### src/hw/rtl/bmdm_pkg.sv
`default_nettype none
package bmdm_pkg;

  // Frame geometry and sample format.
  localparam int MAX_DIM    = 4096;
  localparam int DEPTH_BITS = 16;
  localparam int POS_W      = $clog2(MAX_DIM);
  localparam int CFG_DIM_W  = 13;
  localparam int CFG_DATA_W = 16;

  // Accumulator and result widths.
  localparam int SUM_W     = 40;
  localparam int CNT_W     = 25;
  localparam int MEAN_W    = 24;
  localparam int FRAC_BITS = 8;

  // The divider produces one quotient bit per step.
  localparam int DIV_STEPS = MEAN_W;
  localparam int STEP_W    = $clog2(DIV_STEPS + 1);

  // Configuration register indexes.
  localparam int REG_IDX_W = 3;
  localparam logic [REG_IDX_W-1:0] REG_BOX_LEFT     = 3'd0;
  localparam logic [REG_IDX_W-1:0] REG_BOX_TOP      = 3'd1;
  localparam logic [REG_IDX_W-1:0] REG_BOX_RIGHT    = 3'd2;
  localparam logic [REG_IDX_W-1:0] REG_BOX_BOTTOM   = 3'd3;
  localparam logic [REG_IDX_W-1:0] REG_FRAME_WIDTH  = 3'd4;
  localparam logic [REG_IDX_W-1:0] REG_FRAME_HEIGHT = 3'd5;
  localparam logic [REG_IDX_W-1:0] REG_MIN_DEPTH    = 3'd6;

  // Reset values of the configuration registers.
  localparam logic [CFG_DIM_W-1:0] FRAME_WIDTH_RST  = 13'd640;
  localparam logic [CFG_DIM_W-1:0] FRAME_HEIGHT_RST = 13'd480;
  localparam logic [DEPTH_BITS-1:0] MIN_DEPTH_RST   = 16'd100;

  typedef enum logic [1:0] {
    ST_RUN,
    ST_DIV,
    ST_HOLD
  } state_t;

  typedef struct packed {
    logic             start;
    logic [SUM_W-1:0] sum;
    logic [CNT_W-1:0] count;
  } div_req_t;

  typedef struct packed {
    logic busy;
    logic done;
  } div_stat_t;

endpackage
`default_nettype wire

### src/hw/rtl/bmdm_if.sv
`default_nettype none
// Sample channel: one depth sample per beat.
interface bmdm_in_if;
  logic                             valid;
  logic                             ready;
  logic [bmdm_pkg::DEPTH_BITS-1:0]  depth_sample;
  logic                             frame_start;

  modport source (output valid, output depth_sample, output frame_start, input ready);
  modport sink   (input valid, input depth_sample, input frame_start, output ready);
endinterface

// Result channel: one frame result per beat.
interface bmdm_out_if;
  logic                          valid;
  logic                          ready;
  logic [bmdm_pkg::MEAN_W-1:0]   mean_depth;
  logic [bmdm_pkg::CNT_W-1:0]    valid_count;

  modport source (output valid, output mean_depth, output valid_count, input ready);
  modport sink   (input valid, input mean_depth, input valid_count, output ready);
endinterface
`default_nettype wire

### src/hw/rtl/box_masked_depth_mean.sv
// Samples are taken one per cycle while a frame streams in.
// After the last pixel of a frame the input stalls while the shared
// restoring divider runs (one quotient bit per cycle) and until the
// result register is loaded, which waits until the output is free.
// Synchronous reset clears position, sums and control, and restores the
// register defaults (empty box, 640 x 480 frame, minimum depth 100).
`default_nettype none
module box_masked_depth_mean (
  input  wire logic                                  clk,
  input  wire logic                                  rst,
  input  wire logic                                  cfg_we,
  input  wire logic [bmdm_pkg::REG_IDX_W-1:0]        cfg_index,
  input  wire logic [bmdm_pkg::CFG_DATA_W-1:0]       cfg_data,
  bmdm_in_if.sink                                    in_ch,
  bmdm_out_if.source                                 out_ch
);

  localparam int DW  = bmdm_pkg::CFG_DIM_W;
  localparam int PW  = bmdm_pkg::POS_W;

  // Configuration registers.
  logic signed [DW-1:0]             box_left;
  logic signed [DW-1:0]             box_top;
  logic signed [DW-1:0]             box_right;
  logic signed [DW-1:0]             box_bottom;
  logic [DW-1:0]                    frame_width;
  logic [DW-1:0]                    frame_height;
  logic [bmdm_pkg::DEPTH_BITS-1:0]  min_depth;

  // Frame state.
  logic [PW-1:0]                    column_position;
  logic [PW-1:0]                    row_position;
  logic [bmdm_pkg::SUM_W-1:0]       depth_sum;
  logic [bmdm_pkg::CNT_W-1:0]       sample_count;
  logic [bmdm_pkg::CNT_W-1:0]       frame_count;

  // Result register.
  logic                             out_valid;
  logic [bmdm_pkg::MEAN_W-1:0]      mean_reg;
  logic [bmdm_pkg::CNT_W-1:0]       count_reg;

  bmdm_pkg::state_t                 state;
  bmdm_pkg::state_t                 state_next;
  bmdm_pkg::div_req_t               div_req;
  bmdm_pkg::div_stat_t              div_stat;
  logic [bmdm_pkg::MEAN_W-1:0]      quotient;

  logic                             accept;
  logic                             load_out;
  logic                             out_free;
  logic                             in_ready;

  logic [DW-1:0]                    width_c;
  logic [DW-1:0]                    height_c;
  logic [PW-1:0]                    col0;
  logic [PW-1:0]                    row0;
  logic [PW-1:0]                    colw;
  logic [PW-1:0]                    roww;
  logic signed [DW:0]               col_s;
  logic signed [DW:0]               row_s;
  logic                             in_box;
  logic                             qual;
  logic                             col_last;
  logic                             last;
  logic [bmdm_pkg::SUM_W-1:0]       sum_next;
  logic [bmdm_pkg::CNT_W-1:0]       count_next;
  logic [PW-1:0]                    col_next;
  logic [PW-1:0]                    row_next;

  // Configuration writes.
  always_ff @(posedge clk) begin
    if (rst) begin
      box_left     <= '0;
      box_top      <= '0;
      box_right    <= '0;
      box_bottom   <= '0;
      frame_width  <= bmdm_pkg::FRAME_WIDTH_RST;
      frame_height <= bmdm_pkg::FRAME_HEIGHT_RST;
      min_depth    <= bmdm_pkg::MIN_DEPTH_RST;
    end else if (cfg_we) begin
      case (cfg_index)
        bmdm_pkg::REG_BOX_LEFT:     box_left     <= cfg_data[DW-1:0];
        bmdm_pkg::REG_BOX_TOP:      box_top      <= cfg_data[DW-1:0];
        bmdm_pkg::REG_BOX_RIGHT:    box_right    <= cfg_data[DW-1:0];
        bmdm_pkg::REG_BOX_BOTTOM:   box_bottom   <= cfg_data[DW-1:0];
        bmdm_pkg::REG_FRAME_WIDTH:  frame_width  <= cfg_data[DW-1:0];
        bmdm_pkg::REG_FRAME_HEIGHT: frame_height <= cfg_data[DW-1:0];
        bmdm_pkg::REG_MIN_DEPTH:    min_depth    <= cfg_data[bmdm_pkg::DEPTH_BITS-1:0];
        default: ;
      endcase
    end
  end

  // Frame size clamped to the supported range; zero is taken as one.
  always_comb begin
    if (frame_width == '0) begin
      width_c = DW'(1);
    end else if (frame_width > DW'(bmdm_pkg::MAX_DIM)) begin
      width_c = DW'(bmdm_pkg::MAX_DIM);
    end else begin
      width_c = frame_width;
    end
    if (frame_height == '0) begin
      height_c = DW'(1);
    end else if (frame_height > DW'(bmdm_pkg::MAX_DIM)) begin
      height_c = DW'(bmdm_pkg::MAX_DIM);
    end else begin
      height_c = frame_height;
    end
  end

  // Per-sample position, box test and accumulation.
  always_comb begin
    col0 = in_ch.frame_start ? '0 : column_position;
    row0 = in_ch.frame_start ? '0 : row_position;
    colw = (DW'(col0) >= width_c)  ? '0 : col0;
    roww = (DW'(row0) >= height_c) ? '0 : row0;

    col_s  = signed'((DW + 1)'(colw));
    row_s  = signed'((DW + 1)'(roww));
    in_box = (col_s >= signed'({box_left[DW-1], box_left})) &&
             (col_s <  signed'({box_right[DW-1], box_right})) &&
             (row_s >= signed'({box_top[DW-1], box_top})) &&
             (row_s <  signed'({box_bottom[DW-1], box_bottom}));
    qual   = in_box && (in_ch.depth_sample > min_depth);

    sum_next   = (in_ch.frame_start ? '0 : depth_sum) +
                 (qual ? bmdm_pkg::SUM_W'(in_ch.depth_sample) : '0);
    count_next = (in_ch.frame_start ? '0 : sample_count) +
                 bmdm_pkg::CNT_W'(qual);

    col_last = DW'(colw) == (width_c - 1'b1);
    last     = col_last && (DW'(roww) == (height_c - 1'b1));
    col_next = col_last ? '0 : colw + 1'b1;
    row_next = col_last ? roww + 1'b1 : roww;
  end

  assign accept   = in_ch.valid && in_ready;
  assign out_free = !out_valid || out_ch.ready;

  // Sequencer: stream samples, divide once per frame, then hand off.
  always_ff @(posedge clk) begin
    if (rst) begin
      state <= bmdm_pkg::ST_RUN;
    end else begin
      state <= state_next;
    end
  end

  always_comb begin
    state_next = state;
    in_ready   = 1'b0;
    load_out   = 1'b0;
    case (state)
      bmdm_pkg::ST_RUN: begin
        in_ready = 1'b1;
        if (in_ch.valid && last) begin
          state_next = bmdm_pkg::ST_DIV;
        end
      end
      bmdm_pkg::ST_DIV: begin
        if (div_stat.done) begin
          if (out_free) begin
            load_out   = 1'b1;
            state_next = bmdm_pkg::ST_RUN;
          end else begin
            state_next = bmdm_pkg::ST_HOLD;
          end
        end
      end
      bmdm_pkg::ST_HOLD: begin
        if (out_free) begin
          load_out   = 1'b1;
          state_next = bmdm_pkg::ST_RUN;
        end
      end
      default: state_next = bmdm_pkg::ST_RUN;
    endcase
  end

  assign in_ch.ready = in_ready;

  // Accumulators and position; cleared after the last pixel of a frame and restarted by a start mark.
  always_ff @(posedge clk) begin
    if (rst) begin
      column_position <= '0;
      row_position    <= '0;
      depth_sum       <= '0;
      sample_count    <= '0;
    end else if (accept) begin
      if (last) begin
        column_position <= '0;
        row_position    <= '0;
        depth_sum       <= '0;
        sample_count    <= '0;
      end else begin
        column_position <= col_next;
        row_position    <= row_next;
        depth_sum       <= sum_next;
        sample_count    <= count_next;
      end
    end
  end

  // Count of the frame being divided.
  always_ff @(posedge clk) begin
    if (accept && last) begin
      frame_count <= count_next;
    end
  end

  assign div_req.start = accept && last;
  assign div_req.sum   = sum_next;
  assign div_req.count = count_next;

  bmdm_div u_div (
    .clk      (clk),
    .rst      (rst),
    .req      (div_req),
    .stat     (div_stat),
    .quotient (quotient)
  );

  // Result register; mean is zero when nothing qualified.
  always_ff @(posedge clk) begin
    if (rst) begin
      out_valid <= 1'b0;
    end else if (load_out) begin
      out_valid <= 1'b1;
    end else if (out_ch.ready) begin
      out_valid <= 1'b0;
    end
  end

  always_ff @(posedge clk) begin
    if (load_out) begin
      mean_reg  <= (frame_count == '0) ? '0 : quotient;
      count_reg <= frame_count;
    end
  end

  assign out_ch.valid       = out_valid;
  assign out_ch.mean_depth  = mean_reg;
  assign out_ch.valid_count = count_reg;

  // The last pixel of a frame starts the divider.
  a_last_starts_div: assert property (@(posedge clk) disable iff (rst)
    (accept && last) |=> div_stat.busy)
    else $error("divider not started after last pixel");

  // No sample is taken while the divider is running.
  a_no_accept_busy: assert property (@(posedge clk) disable iff (rst)
    div_stat.busy |-> !in_ch.ready)
    else $error("input ready while divider busy");

  // The result register is loaded only after the divider has finished.
  a_load_after_div: assert property (@(posedge clk) disable iff (rst)
    load_out |-> !div_stat.busy && out_free)
    else $error("result loaded while divider busy or output full");

  // An empty count always gives a zero mean.
  a_empty_zero: assert property (@(posedge clk) disable iff (rst)
    (out_valid && count_reg == '0) |-> mean_reg == '0)
    else $error("nonzero mean with zero count");

endmodule
`default_nettype wire

### src/hw/rtl/bmdm_div.sv
`default_nettype none
// Restoring divider: (sum << FRAC_BITS) / count, one quotient bit per cycle.
// The quotient is known to fit MEAN_W bits, so the upper dividend bits seed
// the partial remainder and only MEAN_W steps are needed.
module bmdm_div (
  input  wire logic                               clk,
  input  wire logic                               rst,
  input  wire bmdm_pkg::div_req_t                 req,
  output bmdm_pkg::div_stat_t                     stat,
  output logic [bmdm_pkg::MEAN_W-1:0]             quotient
);

  localparam int DVD_W = bmdm_pkg::SUM_W + bmdm_pkg::FRAC_BITS;

  logic [DVD_W-1:0]                 dividend;
  logic [bmdm_pkg::CNT_W-1:0]       rem;
  logic [bmdm_pkg::CNT_W-1:0]       divisor;
  logic [bmdm_pkg::MEAN_W-1:0]      quo;
  logic [bmdm_pkg::STEP_W-1:0]      step;
  logic                             busy;
  logic                             done;
  logic [bmdm_pkg::CNT_W:0]         shifted;
  logic [bmdm_pkg::CNT_W:0]         diff;
  logic                             fits;

  assign dividend = {req.sum, {bmdm_pkg::FRAC_BITS{1'b0}}};

  // Shared subtract and compare: one trial subtraction per step.
  always_comb begin
    shifted = {rem, quo[bmdm_pkg::MEAN_W-1]};
    diff    = shifted - {1'b0, divisor};
    fits    = shifted >= {1'b0, divisor};
  end

  // Step sequencer.
  always_ff @(posedge clk) begin
    if (rst) begin
      busy <= 1'b0;
      done <= 1'b0;
      step <= '0;
    end else begin
      done <= 1'b0;
      if (req.start) begin
        busy <= 1'b1;
        step <= bmdm_pkg::STEP_W'(bmdm_pkg::DIV_STEPS);
      end else if (busy) begin
        step <= step - 1'b1;
        if (step == bmdm_pkg::STEP_W'(1)) begin
          busy <= 1'b0;
          done <= 1'b1;
        end
      end
    end
  end

  // Partial remainder and quotient shift register.
  always_ff @(posedge clk) begin
    if (req.start) begin
      rem     <= bmdm_pkg::CNT_W'(dividend[DVD_W-1:bmdm_pkg::MEAN_W]);
      quo     <= dividend[bmdm_pkg::MEAN_W-1:0];
      divisor <= req.count;
    end else if (busy) begin
      rem <= fits ? diff[bmdm_pkg::CNT_W-1:0] : shifted[bmdm_pkg::CNT_W-1:0];
      quo <= {quo[bmdm_pkg::MEAN_W-2:0], fits};
    end
  end

  assign stat.busy = busy;
  assign stat.done = done;
  assign quotient  = quo;

endmodule
`default_nettype wire

### src/flat_wrapper.sv
// flat-port wrapper written by rule: the top's interface ports become plain ports
module box_masked_depth_mean_flat 
  (clk, rst, cfg_we, cfg_index, cfg_data, in_ch_valid, in_ch_depth_sample, in_ch_frame_start, in_ch_ready, out_ch_valid, out_ch_mean_depth, out_ch_valid_count, out_ch_ready);
  bmdm_in_if in_ch_i ();
  bmdm_out_if out_ch_i ();
  input  wire logic clk;
  input  wire logic rst;
  input  wire logic cfg_we;
  input  wire logic [bmdm_pkg::REG_IDX_W-1:0] cfg_index;
  input  wire logic [bmdm_pkg::CFG_DATA_W-1:0] cfg_data;
  input wire logic [$bits(in_ch_i.valid)-1:0] in_ch_valid;
  input wire logic [$bits(in_ch_i.depth_sample)-1:0] in_ch_depth_sample;
  input wire logic [$bits(in_ch_i.frame_start)-1:0] in_ch_frame_start;
  output wire logic [$bits(in_ch_i.ready)-1:0] in_ch_ready;
  output wire logic [$bits(out_ch_i.valid)-1:0] out_ch_valid;
  output wire logic [$bits(out_ch_i.mean_depth)-1:0] out_ch_mean_depth;
  output wire logic [$bits(out_ch_i.valid_count)-1:0] out_ch_valid_count;
  input wire logic [$bits(out_ch_i.ready)-1:0] out_ch_ready;
  assign in_ch_i.valid = in_ch_valid;
  assign in_ch_i.depth_sample = in_ch_depth_sample;
  assign in_ch_i.frame_start = in_ch_frame_start;
  assign in_ch_ready = in_ch_i.ready;
  assign out_ch_valid = out_ch_i.valid;
  assign out_ch_mean_depth = out_ch_i.mean_depth;
  assign out_ch_valid_count = out_ch_i.valid_count;
  assign out_ch_i.ready = out_ch_ready;
  box_masked_depth_mean u_core (.clk(clk), .rst(rst), .cfg_we(cfg_we), .cfg_index(cfg_index), .cfg_data(cfg_data), .in_ch(in_ch_i), .out_ch(out_ch_i));
endmodule
### config.mk
export PLATFORM = sky130hd
export DESIGN_NAME = box_masked_depth_mean_flat
export DESIGN_NICKNAME = d
export VERILOG_FILES = /design/src/hw/rtl/bmdm_pkg.sv /design/src/hw/rtl/bmdm_if.sv /design/src/hw/rtl/box_masked_depth_mean.sv /design/src/hw/rtl/bmdm_div.sv /design/src/flat_wrapper.sv
export SDC_FILE = /design/constraint.sdc
export NUM_CORES = 1
export LEC_CHECK = 0
export BUFFER_PORTS_ARGS = -buffer_cell sky130_fd_sc_hd__buf_2
export CELL_PAD_IN_SITES_DETAIL_PLACEMENT = 1
export CELL_PAD_IN_SITES_GLOBAL_PLACEMENT = 1
export CORE_MARGIN = 2
export CORE_UTILIZATION = 51
export CTS_CLUSTER_SIZE = 30
export DETAILED_ROUTE_END_ITERATION = 8
export PLACE_DENSITY_LB_ADDON = 0.1
export SYNTH_ARGS = -nofsm -noshare
export SYNTH_HDL_FRONTEND = slang
export SYNTH_SLANG_ARGS = --single-unit
### constraint.sdc
create_clock -name clk -period 25.1 [get_ports clk]
set_clock_uncertainty 0.2 [all_clocks]
set_input_delay 2.51 -clock clk [delete_from_list [all_inputs] [get_ports clk]]
set_output_delay 2.51 -clock clk [all_outputs]
set_load 0.01 [all_outputs]
======== Word-level counts from Yosys, hierarchy flattened ========
Index checks and enable logic that the tools add are counted.
W data, S select, Z words.
word-level totals
  register bits after elaboration ......... 316
  bits in latches ......................... 0
  bits in writable memories ............... 0
  memory bits (read-only) ................. 0
  input bits .............................. 41
  output and inout bits ................... 51
  word-level logic and storage cells ...... 123
  memories ................................ 0
operators by class
  add/sub/neg operators ................... 8
  multipliers ............................. 0
  divide/modulo/power cells ............... 0
  magnitude comparators ................... 10
  eq/ne operators ......................... 14
  shifts and indexed selects .............. 0
  muxes and demuxes ....................... 39
  bitwise gates (word level) .............. 1
  reductions and logical operators ........ 27
operators with widths
  operator                 count
  $mux W12                 8
  $mux W24                 4
  $mux W40                 2
  $mux W25                 3
  $mux W13                 4
  $add A40 B40 Y40         1
  $eq A12 B13 Y1           2
  $ge A12 B13 Y1           2
  $ge A13 B13 Y1           2
  $ge A26 B25 Y1           1
  $gt A13 B13 Y1 const B   2
  $logic_not A13 Y1        2
  $lt A13 B13 Y1           2
  $sub A13 B1 Y13 const B  2
  $add A25 B1 Y25          1
  $logic_not A25 Y1        1
  $sub A25 B25 Y25         1
  $add A12 B1 Y12 const B  2
  $gt A16 B16 Y1           1
  $mux W16                 1
  $reduce_and A2 Y1        7
  $mux W5                  2
  $eq A3 B3 Y1 const B     3
  $mux W1                  9
  21 further kinds         34

======== Longest topological paths before layout ========
Gate-level depths: netlist (run 1).
  depth after elaboration ................. 13
  depth in mapped cells ................... 37
  depth with buffers taken out ............ 35

======== Modules after synthesis ========
A second synthesis (run 1) with hierarchy kept.
unflattened totals
  cells, all modules ...................... 2,300
  area total of the unflattened synthesis .. 20,119.3 um2
by module, submodules not included
  module                 instances  cells each  area each (um2)  seq. area each (um2)
  box_masked_depth_mean  1          1,844       15,303.4         5,945.7
  bmdm_div               1          456         4,815.9          2,272.2

======== Least setup slack after synthesis (run 1) ========
No wires, ideal clock.
  path type ............................... input -> register
  from .................................... in in_ch_frame_start
  to ...................................... reg u_core.u_div.rem[22] (netlist bit), data pin
  setup time .............................. 0.260 ns
  arrival time ............................ 9.597 ns
  data required time ...................... 24.640 ns
  slack ................................... 15.043 ns
  stages on the path ...................... 36
  path buffers ............................ 7
  cells stage by stage .................... clkbuf_1 -> clkbuf_1 -> clkbuf_1 -> clkbuf_1 -> nor2b_1 -> ha_1 -> and4_1 -> a21oi_1 -> o211ai_1 -> a211oi_1 -> clkbuf_1 -> and2_1 -> ha_1 -> a21o_1 -> a21o_1 -> a21oi_1 -> nor2b_1 -> o21ai_0 -> nand2b_1 -> a21oi_1 -> o311ai_0 -> nor4_1 -> clkbuf_1 -> nand2_1 -> fa_1 -> nor2b_1 -> o21a_1 -> o21ai_0 -> a211o_1 -> a21bo_2 -> a21oi_1 -> clkbuf_1 -> nand3_1 -> xor2_1 -> nor2_1 -> mux2_2
between the ends
  word-level cells in the longest chain between the ends .. 11
  elaborated cells between the ends (all ways) .. 22
  those cells by class .................... 1 x add/sub; 6 x order compare; 2 x eq/ne; 7 x mux; 6 x reduce/logical
ends and longest elaborated chain
  what                                                     RTL line                                                    text
  start: declaration                                       flat_wrapper.sv:13                                          input wire logic [$bits(in_ch_i.frame_start)-1:0] in_ch_frame_start;
  $mux W12                                                 box_masked_depth_mean.sv:114                                col0 = in_ch.frame_start ? '0 : column_position;
  $ge A12 B13 Y1                                           box_masked_depth_mean.sv:116                                colw = (DW'(col0) >= width_c) ? '0 : col0;
  $mux W12                                                 box_masked_depth_mean.sv:116
  $ge A13 B13 Y1 / $lt A13 B13 Y1 (equally long branches)  box_masked_depth_mean.sv:121, box_masked_depth_mean.sv:122
  $logic_and A1 B1 Y1                                      box_masked_depth_mean.sv:121                                in_box = (col_s >= signed'({box_left[DW-1], box_left})) &&
  $logic_and A1 B1 Y1                                      box_masked_depth_mean.sv:122                                (col_s < signed'({box_right[DW-1], box_right})) &&
  $logic_and A1 B1 Y1                                      box_masked_depth_mean.sv:123                                (row_s >= signed'({box_top[DW-1], box_top})) &&
  $logic_and A1 B1 Y1                                      box_masked_depth_mean.sv:125                                qual = in_box && (in_ch.depth_sample > min_depth);
  $mux W16                                                 box_masked_depth_mean.sv:128                                (qual ? bmdm_pkg::SUM_W'(in_ch.depth_sample) : '0);
  $add A40 B40 Y40                                         box_masked_depth_mean.sv:127                                sum_next = (in_ch.frame_start ? '0 : depth_sum) +
  $mux W24 *                                               bmdm_div.sv:58                                              if (req.start) begin
  end signal: assignment                                   bmdm_div.sv:59                                              rem <= bmdm_pkg::CNT_W'(dividend[DVD_W-1:bmdm_pkg::MEAN_W]);
  end signal: assignment                                   bmdm_div.sv:63                                              rem <= fits ? diff[bmdm_pkg::CNT_W-1:0] : shifted[bmdm_pkg::CNT_W-1:0];
  end: declaration                                         bmdm_div.sv:16                                              logic [bmdm_pkg::CNT_W-1:0] rem;
Mark *: on every way between the ends. The rest lies on a longest branch, timed or not.
A chain may end at the register's enable or synchronous reset.

======== Worst setup path in the final report (run 1) ========
  from .................................... in in_ch_frame_start
  to ...................................... reg u_core.u_div.rem[6] (netlist bit), data pin
The elaborated chain is that of the path after synthesis.

==> metrics list, run 1 <==
- Per-instance average area after synthesis: 8.39 um2
- In this run, synthesis inferred 114 flip-flops with an integrated enable.
- Syn_nets: 2493
- In the final routed layout, each cell accounts on average for 21.8 um.
- CTS tree: yes
* Max IR drop VDD: 0.0463 mV
- For this run, the top clock speed supported by timing is 89.0 MHz.
* Most frequent cells in the layout: sky130_fd_sc_hd__nand2_1 (327), sky130_fd_sc_hd__dfxtp_1 (202), sky130_fd_sc_hd__a21oi_1 (200)
* Reg-to-Reg Start: u_core.frame_height[12]$_SDFFE_PP0P_
* Path type of the worst setup path: in -> reg
* Amount of wire on met2 after detailed routing: 31400 um
* Reg area: 7470 um2
* Leakage Power: 0.00803 uW
- For this run, asynchronously set or reset flops after synthesis account for 0%.
* Residual DRC count: 0
* DR vias: 17.4k
- The floorplan has 71 rows.
- Clock latency of the later-clocked register in the worst-skew pair: 560 ps
- After floorplanning, the core was sized to cover 37600 um2.
- Synthesis inferred 316 register bits.
* Antenna cell count: 0
- Worst hold path endpoint: u_core.depth_sum[13]$_SDFFE_PP0P_
* Critical path startpoint category: input port
* RR Endpoint: u_core.u_div.rem[6]$_DFFE_PP_
- Post-layout nets: 2528
- Of the synthesized area, sequential elements account for 38.5%.
* Clock-pin slew on the worst setup and hold paths: 60 ps
* Area of the multi-input gates: 11000 um2
- Subtracting the final worst setup slack from the clock period gives 11240 ps.
* Gate power share: 6.7%
- Cells resized by post-CTS repair: 0
* Wire length of the first global-routing pass: 98400 um
* Root buffer cell: sky130_fd_sc_hd__clkbuf_16
- Routed Wire Length: 63000 um
- Cells with a size suffix above 1 make up 9.05% of the layout.
- Worst stage delay on the critical path: 970 ps
- Worst hold start: u_core.depth_sum[13]$_SDFFE_PP0P_
* Final setup violating endpoints: 0
* Smallest hold slack: 250 ps
- Starting Density: 51.6%
- IO Count: 92
- Sw power: 288 uW
- The detailed router finished its first iteration with 1051 violations.
* Library cell appearing most often on the critical path: sky130_fd_sc_hd__a21oi_1
* Synthesized area: 19400 um2
- Ratio of routed vias to standard cells: 6.04
- Timing analysis after detailed placement gives a worst setup slack of 13460 ps.
- In this run switching power makes up 24.6% of total power.
- Result of the run: finished clean
* Required time of the critical path: 25310 ps
* Type of element capturing the critical path: register
- Top sig layer: met4
- Transition time at the pin with the least slew margin: 1260 ps
- Max transition margin: 15.4%
* Total half-perimeter wirelength after legalization and detailed placement: 45800 um
- Final count of pins violating max slew: 0
- For this design the ratio of total power to cell area is 54.6 nW/um2.
- Share of Yosys cell area claimed by the top area cell type: 20.8%
* Global placement routability congestion: 0.948
- Input and output buffers added on the ports amount to 91.
- Overall track demand over capacity in global routing: 31.9%
- Entering global routing, the biggest net connects 73 pins.
- The longest clock path from root to sink contains 3 buffers.
- The first detailed-routing pass ran for 5 iterations.
- Counting every sink on the clock net gives 316.
* Unrepaired setup endpoints after global routing: no
- Max-cap violations in this run came to 0.
- Worst reg2reg setup slack: 15800 ps
- The die covers 39600 um2.
* Worst endpoint data arrival time: 11440 ps
- Number of hold violations in the final report: 0
- Antenna violations before repair: 0
- The cell count after synthesis came out at 2312.
- The internal power of the cells totals 883 uW.
- Fin crit share: 44.8%
- The floorplan step set the die width to 199 um.
- The worst hold path was traced through 2 stages.
- For this run, the number of Yosys warnings is 0.
- CTS Buf Count: 37
* Portion of total power attributed to sequential cells: 45.8%
* Detail Route Antenna Nets: 0
* Post-CTS Hold Buffers: 0
- Met1 routed wirelength after detailed routing: 26800 um
- Met3 routed wirelength: 2490 um
- Across all setup checks in the final design, the least slack found is 13860 ps.
* Vertical extent of the die: 199 um
- Per report_power, the clock group accounts for 47.6% of the total.
- Total chip power: 1170 uW
- Vias in the first global route: 17.7k
* Most common library cell in the layout ignoring fill and taps: sky130_fd_sc_hd__nand2_1
- Measured in cells, the most critical reg-to-reg path has a length of 31.
- In this run the worst setup path begins at in_ch_frame_start.
- After clock tree synthesis, the setup repair step added 0 buffers.
- Global routing finished with a remaining overflow of 0.
- The synthesized design spends more area on one cell type than any other, namely sky130_fd_sc_hd__dfxtp_1.
- Number of non-filler instances in the completed layout: 2886
* Total placed cells including tap cells: 2819
- Adding up every negative setup slack in the final design gives 0 ps.
- The layout has 4490 filler cells.
* Signed area change from the synthesized netlist to the final layout: 10.5%
- The tightest min-delay check is of the reg -> reg type.
- Critical-path top delay cell: sky130_fd_sc_hd__nor4_2
* Most used flip-flop cell after synthesis: sky130_fd_sc_hd__dfxtp_1
* Count of cell types in the netlist: 87
- In this run the number of H-tree levels came out at 2.
- Most area-consuming cells after synthesis: sky130_fd_sc_hd__dfxtp_1 (21%), sky130_fd_sc_hd__edfxtp_1 (18%), sky130_fd_sc_hd__ha_1 (8.9%), sky130_fd_sc_hd__nand2_1 (6.3%), sky130_fd_sc_hd__a21oi_1 (5.2%)
- Of all nets on the critical path, the largest fanout is 65.
==> flip-flops by register name (all words and copies together), names as in the netlist, 2 cells and up <==
signal and flops:
u_core.box_top 13, u_core.box_right 13, u_core.out_ch.mean_depth 24, u_core.out_ch.valid_count 25, u_core.box_left 13, u_core.u_div.step 5, u_core.column_position 12, u_core.sample_count 25
u_core.state 2, u_core.depth_sum 40, u_core.frame_width 13, u_core.frame_height 13, u_core.frame_count 25, u_core.row_position 12, u_core.box_bottom 13, u_core.u_div.rem 25
u_core.min_depth 16, u_core.u_div.quotient 24
==> power by group through the flow <==
stage | Combinational (uW) | Sequential (uW) | Clock, uW
after CTS | 77.8 | 535 | 563
after global placement | 74.9 | 546 | 0
after global routing | 85.4 | 536 | 582
after floorplan | 49.6 | 544 | 0
after detailed placement | 77.2 | 547 | 0
final | 78.1 | 536 | 557
==> final cells by class <==
| class | instances | share of cell area [%] |
|---|---|---|
| clock inverter | 18 | 0.992 |
| timing repair buffer | 111 | 2.83 |
| tap | 511 | 2.98 |
| inverter | 139 | 2.43 |
| sequential | 316 | 34.8 |
| multi-input combinational | 1742 | 51.2 |
| clock buffer | 49 | 4.72 |
==> synth_stat cells (7+ instances only) <==
cell type                  number
sky130_fd_sc_hd__nand2_1      328
sky130_fd_sc_hd__a21o_1        34
sky130_fd_sc_hd__a211oi_1      17
sky130_fd_sc_hd__o21a_1        20
sky130_fd_sc_hd__or2_2          8
sky130_fd_sc_hd__xnor2_1       63
sky130_fd_sc_hd__buf_1          8
sky130_fd_sc_hd__a22oi_1       44
sky130_fd_sc_hd__o211ai_1      21
sky130_fd_sc_hd__o21ai_1        8
sky130_fd_sc_hd__o31ai_1        8
sky130_fd_sc_hd__buf_2         13
sky130_fd_sc_hd__nand2b_1      23
sky130_fd_sc_hd__nor4_1        26
sky130_fd_sc_hd__a21oi_1      201
sky130_fd_sc_hd__a31oi_1       14
sky130_fd_sc_hd__a41oi_1        7
sky130_fd_sc_hd__mux2_2         7
sky130_fd_sc_hd__inv_1        138
sky130_fd_sc_hd__or3_1         24
sky130_fd_sc_hd__ha_1         138
sky130_fd_sc_hd__nor3_1        47
sky130_fd_sc_hd__nor2_1       184
sky130_fd_sc_hd__nand3_1       67
sky130_fd_sc_hd__nor3b_1        8
sky130_fd_sc_hd__nor2b_1       81
sky130_fd_sc_hd__o21ai_0       88
sky130_fd_sc_hd__mux2i_1       21
sky130_fd_sc_hd__and2_1        40
sky130_fd_sc_hd__xor2_1        29
sky130_fd_sc_hd__dfxtp_1      202
sky130_fd_sc_hd__nand4_1       37
sky130_fd_sc_hd__and3_1        24
sky130_fd_sc_hd__clkbuf_1      90
sky130_fd_sc_hd__edfxtp_1     114
==> cell families after synthesis <==
| group | count (synthesis) | synth area share, % |
|---|---|---|
| buf+inv | 254 | 5.15 |
| mux | 28 | 1.49 |
| simple gates | 936 | 23.6 |
| xor+xnor | 92 | 4.15 |
| fa+ha+maj | 140 | 9.10 |
| flops | 316 | 38.5 |
| compound gates | 546 | 18.0 |
==> per-stage QoR <==
| stage | util (%) | area [um2] |
|---|---|---|
| floorplan | - | 19400 |
| global placement | 53.8 | 20200 |
| detailed placement | 53.8 | 20200 |
| CTS | 57.1 | 21400 |
| global route | 57.1 | 21400 |
| finish | 57.1 | 21400 |
==> layer usage <==
metal	up-vias	GRT usage [%]
met5	-	0
li1	8284	-
met2	389	56.9
met3	124	4.30
met1	8632	38.9
met4	0	12.5
==> worst max-delay path, delay by kind of cell <==
kind	cells	cell delay (ps)
simple gates	9	2660
fa+ha+maj	4	1220
buf+inv	3	1230
xor+xnor	1	190
compound gates	15	3590
==> worst max path at each step <==
stage | endpoint | slack [ps] | depth (start not counted)
floorplan | u_core.u_div.rem[22]$_DFFE_PP_ | 15040 | 36
global placement | u_core.u_div.rem[22]$_DFFE_PP_ | 13720 | 32
detailed placement | u_core.u_div.rem[6]$_DFFE_PP_ | 13460 | 32
CTS | u_core.u_div.rem[6]$_DFFE_PP_ | 14040 | 32
global route | u_core.u_div.rem[6]$_DFFE_PP_ | 13050 | 32
finish | u_core.u_div.rem[6]$_DFFE_PP_ | 13860 | 32
(Power assumes the default switching activity.)
==> run 2: changes to the inputs <==
CORE_UTILIZATION = 48   (was 51)
clock period = 11.75 ns   (was 25.1 ns; I/O delays follow)
==> metrics list, run 2 (synthesis results as in run 1) <==
- The run finished with clean final reports.
- From synthesis to final layout, the design area changed by 10.9%.
* Overall track demand over capacity in global routing: 29.0%
* Starting Density: 48.7%
* Global placement routability congestion: 0.887
* Most common library cell in the layout ignoring fill and taps: sky130_fd_sc_hd__nand2_1
- Vias in the first global route: 17.5k
- Summed over all layers, the global routing overflow is 0.
* DR vias: 17.2k
- The worst setup path is launched from an input port.
- Max IR drop VDD: 0.0900 mV
* Reported max-cap violation count: 0
- Along the worst path, the maximum fanout reaches 49.
- Critical-path top delay cell: sky130_fd_sc_hd__a21oi_1
- Counting I/O delays and the setup requirement, the final critical path takes 9860 ps.
* Reg2Reg Depth: 33
- Hold path depth: 2
- Width of the die: 205 um
- Level count of the clock H-tree: 2
* Core region area: 39800 um2
- Post-layout nets: 2532
- The floorplan step defined a die boundary enclosing 42100 um2.
- Clock tree synthesis inserted a total of 38 buffers.
- In the final layout, the share of cells above drive strength 1 is 9.16%.
- Most frequent cells in the layout: sky130_fd_sc_hd__nand2_1 (327), sky130_fd_sc_hd__dfxtp_1 (202), sky130_fd_sc_hd__a21oi_1 (200)
- DRC marker count from the first detailed-route iteration: 1024
- Worst endpoint data arrival time: 10080 ps
* Total half-perimeter wirelength after legalization and detailed placement: 44100 um
* Post-CTS Hold Buffers: 0
* Largest net degree at the start of global routing: 86
- Final count of pins violating max slew: 0
- Vertical extent of the die: 205 um
- Max FFs per register: 40
- IO Count: 92
* Worst Hold Class: reg -> reg
* Residual DRC count: 0
- Dividing total power by cell area gives a power density of 116 nW/um2.
- Maximum number of buffers from clock root to sink: 3
- The critical path is of the in -> reg type.
* Ratio of routed vias to standard cells: 5.92
* Post-Route Utilization: 54.1%
- Leakage Power: 0.00807 uW
- DR WL/cell: 20.9 um
- The count of buffers added on input and output ports is 91.
- Library cell appearing most often on the critical path: sky130_fd_sc_hd__a21oi_1
- CTS tree: yes
* Max transition margin: 21.0%
- Register ranked first by flip-flop count: u_core.depth_sum
- Clock-pin slew on the worst setup and hold paths: 60 ps
* Post-CTS setup repair buffer count: 0
- Unrepaired setup endpoints after global routing: no
* Peak clock frequency supported by timing: 101 MHz
- The count of nets left with antenna violations once routing finished came out at 0.
* Antenna violations before repair: 0
* Final setup violating endpoints: 0
* Worst stage delay on the critical path: 900 ps
* Type of element capturing the critical path: register
- The cell sitting at the root of the clock tree is a sky130_fd_sc_hd__clkbuf_16.
* Standard-cell row count: 73
- Summed over all failing endpoints, the final setup total negative slack is 0 ps.
- Cells resized by post-CTS repair: 0
- Number of hold violations in the final report: 0
* Sink count of the clock tree: 316
- Antenna cell count: 0
* Transition time at the pin with the least slew margin: 1190 ps
* Fin crit share: 83.9%
- Routed Wire Length: 60600 um
- Data on the critical path is required at its endpoint by 11960 ps.
- The first detailed-routing pass ran for 5 iterations.
* Total of fill cells in the finished design: 4779
- Clock latency of the later-clocked register in the worst-skew pair: 570 ps
- Wire length of the first global-routing pass: 96500 um
==> run 2: layout make-up <==
| cell class | instances | area, um2 | share of cell area, % |
|---|---|---|---|
| clock buffers | 53 | 1080 | 5.01 |
| flip-flops and latches | 316 | 7470 | 34.7 |
| well taps | 525 | 657 | 3.05 |
| multi-input cells | 1742 | 11000 | 51.0 |
| clock inverters | 15 | 191 | 0.889 |
| inverters | 139 | 522 | 2.42 |
| repair buffers | 114 | 633 | 2.94 |
==> run 2: worst paths after layout <==
| check | startpoint | end | slack (ps) |
|---|---|---|---|
| worst min-delay path | u_core.depth_sum[13]$_SDFFE_PP0P_ | u_core.depth_sum[13]$_SDFFE_PP0P_ | 250 |
| worst max register to register | u_core.frame_height[12]$_SDFFE_PP0P_ | u_core.u_div.rem[6]$_DFFE_PP_ | 2650 |
| worst min register to register | u_core.depth_sum[13]$_SDFFE_PP0P_ | u_core.depth_sum[13]$_SDFFE_PP0P_ | 250 |
| worst max-delay path | in_ch_frame_start | u_core.u_div.rem[6]$_DFFE_PP_ | 1890 |
==> run 2: metal layers <==
metal / share of wire, % / track usage (%) / up-vias
met5: 0 / 0 / -
met4: 2.8 / 9.53 / 0
met3: 3.0 / 2.90 / 92
met2: 49 / 50.0 / 295
met1: 46 / 37.9 / 8513
li1: - / - / 8294
==> run 2: critical path: cells and delay by family <==
kind            cells  cell delay, ps
compound gates     15            3760
xor+xnor            1             200
simple gates        9            2150
buf+inv             5            1660
fa+ha+maj           4            1070
==> run 2: power breakdown <==
| group | total (uW) | switching [uW] | internal (uW) | leakage (uW) |
|---|---|---|---|---|
| Combinational | 163 | 110 | 52.5 | 0.00496 |
| Clock | 1200 | 487 | 713 | 0.000615 |
| Sequential | 1140 | 9.33 | 1130 | 0.00249 |
==> run 2: per-stage QoR <==
step / cell area [um2] / hold slack (ps) / setup slack, ps / power (uW) / instances
global placement: 20300 / 232 / 1840 / 1320 / 2836
CTS: 21500 / 255 / 1930 / 2530 / 2904
detailed placement: 20300 / 240 / 1320 / 1330 / 2836
floorplan: 19400 / 217 / 3030 / 1270 / 2312
finish: 21500 / 251 / 1890 / 2510 / 2904
global route: 21500 / 266 / 1160 / 2590 / 2904
==> run 3: changes to the inputs <==
CORE_UTILIZATION = 43   (was 48)
clock period = 8.4 ns   (was 11.75 ns; I/O delays follow)
==> metrics list, run 3 (synthesis results as in run 1) <==
* Total of fill cells in the finished design: 5300
- The first global-routing pass estimated 97400 um of wire.
* Total placed cells including tap cells: 2922
- Largest fanout on the critical path: 17
* Most common library cell in the layout ignoring fill and taps: sky130_fd_sc_hd__nand2_1
- Max FFs per register: 40
- More flip-flops sit in one register than any other, and that register is u_core.depth_sum.
* Starting Density: 43.7%
- Max transition margin: 27.7%
- Final setup violating endpoints: 0
- Reported max-cap violation count: 0
* Leakage Power: 0.00817 uW
- The floorplan step defined a core boundary enclosing 44400 um2.
- Hold timing on the final database bottoms out at a slack of 253 ps.
- Across the VDD grid, the largest voltage drop is 0.142 mV.
- The top cell types in the final layout, fill and taps aside, are sky130_fd_sc_hd__nand2_1 (327), sky130_fd_sc_hd__dfxtp_1 (202), sky130_fd_sc_hd__a21oi_1 (200).
- IO Port Bufs: 91
- Total congestion overflow: 0
* Library cell appearing most often on the critical path: sky130_fd_sc_hd__o21a_1
* Worst Hold Class: reg -> reg
- Root buffer cell: sky130_fd_sc_hd__clkbuf_16
- DR WL/cell: 20.4 um
- Vias in the first global route: 17.8k
* Area of the multi-input gates: 11000 um2
* CTS Buf Count: 38
* Worst endpoint data arrival time: 8050 ps
- At the later pin of the worst-skew pair, clock insertion delay measures 560 ps.
- The final route contains 17.3k vias.
* Critical-path top delay cell: sky130_fd_sc_hd__or4_1
* Critical path startpoint category: register
- The number of antenna diodes in the final layout is 0.
- Across every metal layer, demand over resource in global routing totals 25.9%.
* Worst stage delay on the critical path: 610 ps
- After clock tree synthesis, the clock-pin slew on the worst setup and hold paths is 60 ps.
* Signed area change from the synthesized netlist to the final layout: 12.1%
* Peak clock frequency supported by timing: 126 MHz
- Number of iterations in the first detailed-routing pass: 5
- CTS tree: yes
* Maximum number of buffers from clock root to sink: 3
- Once layout is complete, the utilization of the core stands at 49.0%.
* Path type of the worst setup path: reg -> reg
* DRC marker count from the first detailed-route iteration: 914
* Transition time at the pin with the least slew margin: 1090 ps
- Number of non-filler instances in the completed layout: 2992
- Row generation in the floorplan step produced 77 rows.
- Reg area: 7470 um2
- The tree built by TritonCTS fans out to 316 sinks.
- Summing internal, switching and leakage power gives 3480 uW.
- After detailed routing, the number of vias per cell comes to 5.77.
- Total half-perimeter wirelength after legalization and detailed placement: 45200 um
* Setup slack at placement: -68.5 ps
- Residual DRC count: 0
* Vertical extent of the die: 216 um
* Unrepaired setup endpoints after global routing: no
- Entering global routing, the biggest net connects 86 pins.
- The number of max-slew violations in the final report was 0.
* Detail Route Antenna Nets: 0
* Antenna violations before repair: 0
* Ratio of cells with drive above 1 in the final layout: 10.2%
* Cell area power density: 160 nW/um2
* Type of element capturing the critical path: register
* Result of the run: finished clean
- Buffers inserted to repair hold after CTS numbered 0.
- Post-layout nets: 2552
- Die area: 46800 um2
* Fin crit share: 94.4%
- At the end of routability-driven placement, the weighted congestion stood at 0.877.
- Among cell families on the critical path, the largest total delay comes from compound AO/OA/AOI/OAI gates.
* Routed Wire Length: 61100 um
- Final period demand of the worst path: 7930 ps
* Combined buffer and inverter count along the critical path: 5
- In this run the count of I/O pins placed on the die edge is 92.
- From left edge to right edge, the die measures 216 um.
- The count of final hold-check violations was 0.
* Worst Slack Setup Final: 470 ps
- Level count of the clock H-tree: 2
* Required time of the critical path: 8520 ps
## run 3: worst reg2reg max path, delay by kind of cell, from the launching register on
kind	cells	cell delay (ps)
and+or+nand+nor	10	2060
DFF	1	380
muxes	1	280
adders and majority gates	3	870
xor gates and xnor gates	1	170
AOI/OAI and AO/OA	16	2830
buffers and inverters	5	870
## run 3: area by class of cell
| class | count | share of cell area (%) |
|---|---|---|
| multi-input combinational | 1742 | 50.6 |
| clock buffer | 49 | 4.84 |
| sequential | 316 | 34.3 |
| tap | 592 | 3.41 |
| timing repair buffer | 134 | 3.60 |
| inverter | 139 | 2.40 |
| clock inverter | 20 | 0.857 |
## run 3: layer usage
| metal | up-vias | global-route usage, % | wire, um |
|---|---|---|---|
| li1 | 8353 | - | - |
| met1 | 8529 | 33.7 | 28100 |
| met2 | 284 | 44.6 | 29300 |
| met3 | 102 | 2.69 | 1760 |
| met4 | 0 | 9.34 | 1870 |
| met5 | - | 0 | 0 |
## run 3: final timing paths
| path | startpoint | cells past startpoint | slack [ps] | to |
|---|---|---|---|---|
| max reg2reg | u_core.frame_height[8]$_SDFFE_PP1P_ | 36 | 470 | u_core.u_div.rem[22]$_DFFE_PP_ |
| min | u_core.depth_sum[13]$_SDFFE_PP0P_ | 2 | 250 | u_core.depth_sum[13]$_SDFFE_PP0P_ |
| max | u_core.frame_height[8]$_SDFFE_PP1P_ | 36 | 470 | u_core.u_div.rem[22]$_DFFE_PP_ |
| min reg2reg | u_core.depth_sum[13]$_SDFFE_PP0P_ | 2 | 250 | u_core.depth_sum[13]$_SDFFE_PP0P_ |
## run 3: power by group
part,leakage [uW],switching (uW),internal [uW]
sequential,0.00249,13.0,1590
clock,0.000610,690,956
combinational,0.00506,159,76.8
total,0.00817,862,2620
## run 3: timing repair
item                                    4_1_cts  5_1_grt
gates resized for setup                       0        4
setup buffers                                 0        1
endpoints found under the setup margin        0       36
## run 3: metrics by stage
step	setup TNS, ps	area [um2]
after detailed placement	-169	20500
after CTS	0	21700
after global routing	0	21700
after floorplan	0	19400
after global placement	0	20500
final	0	21700
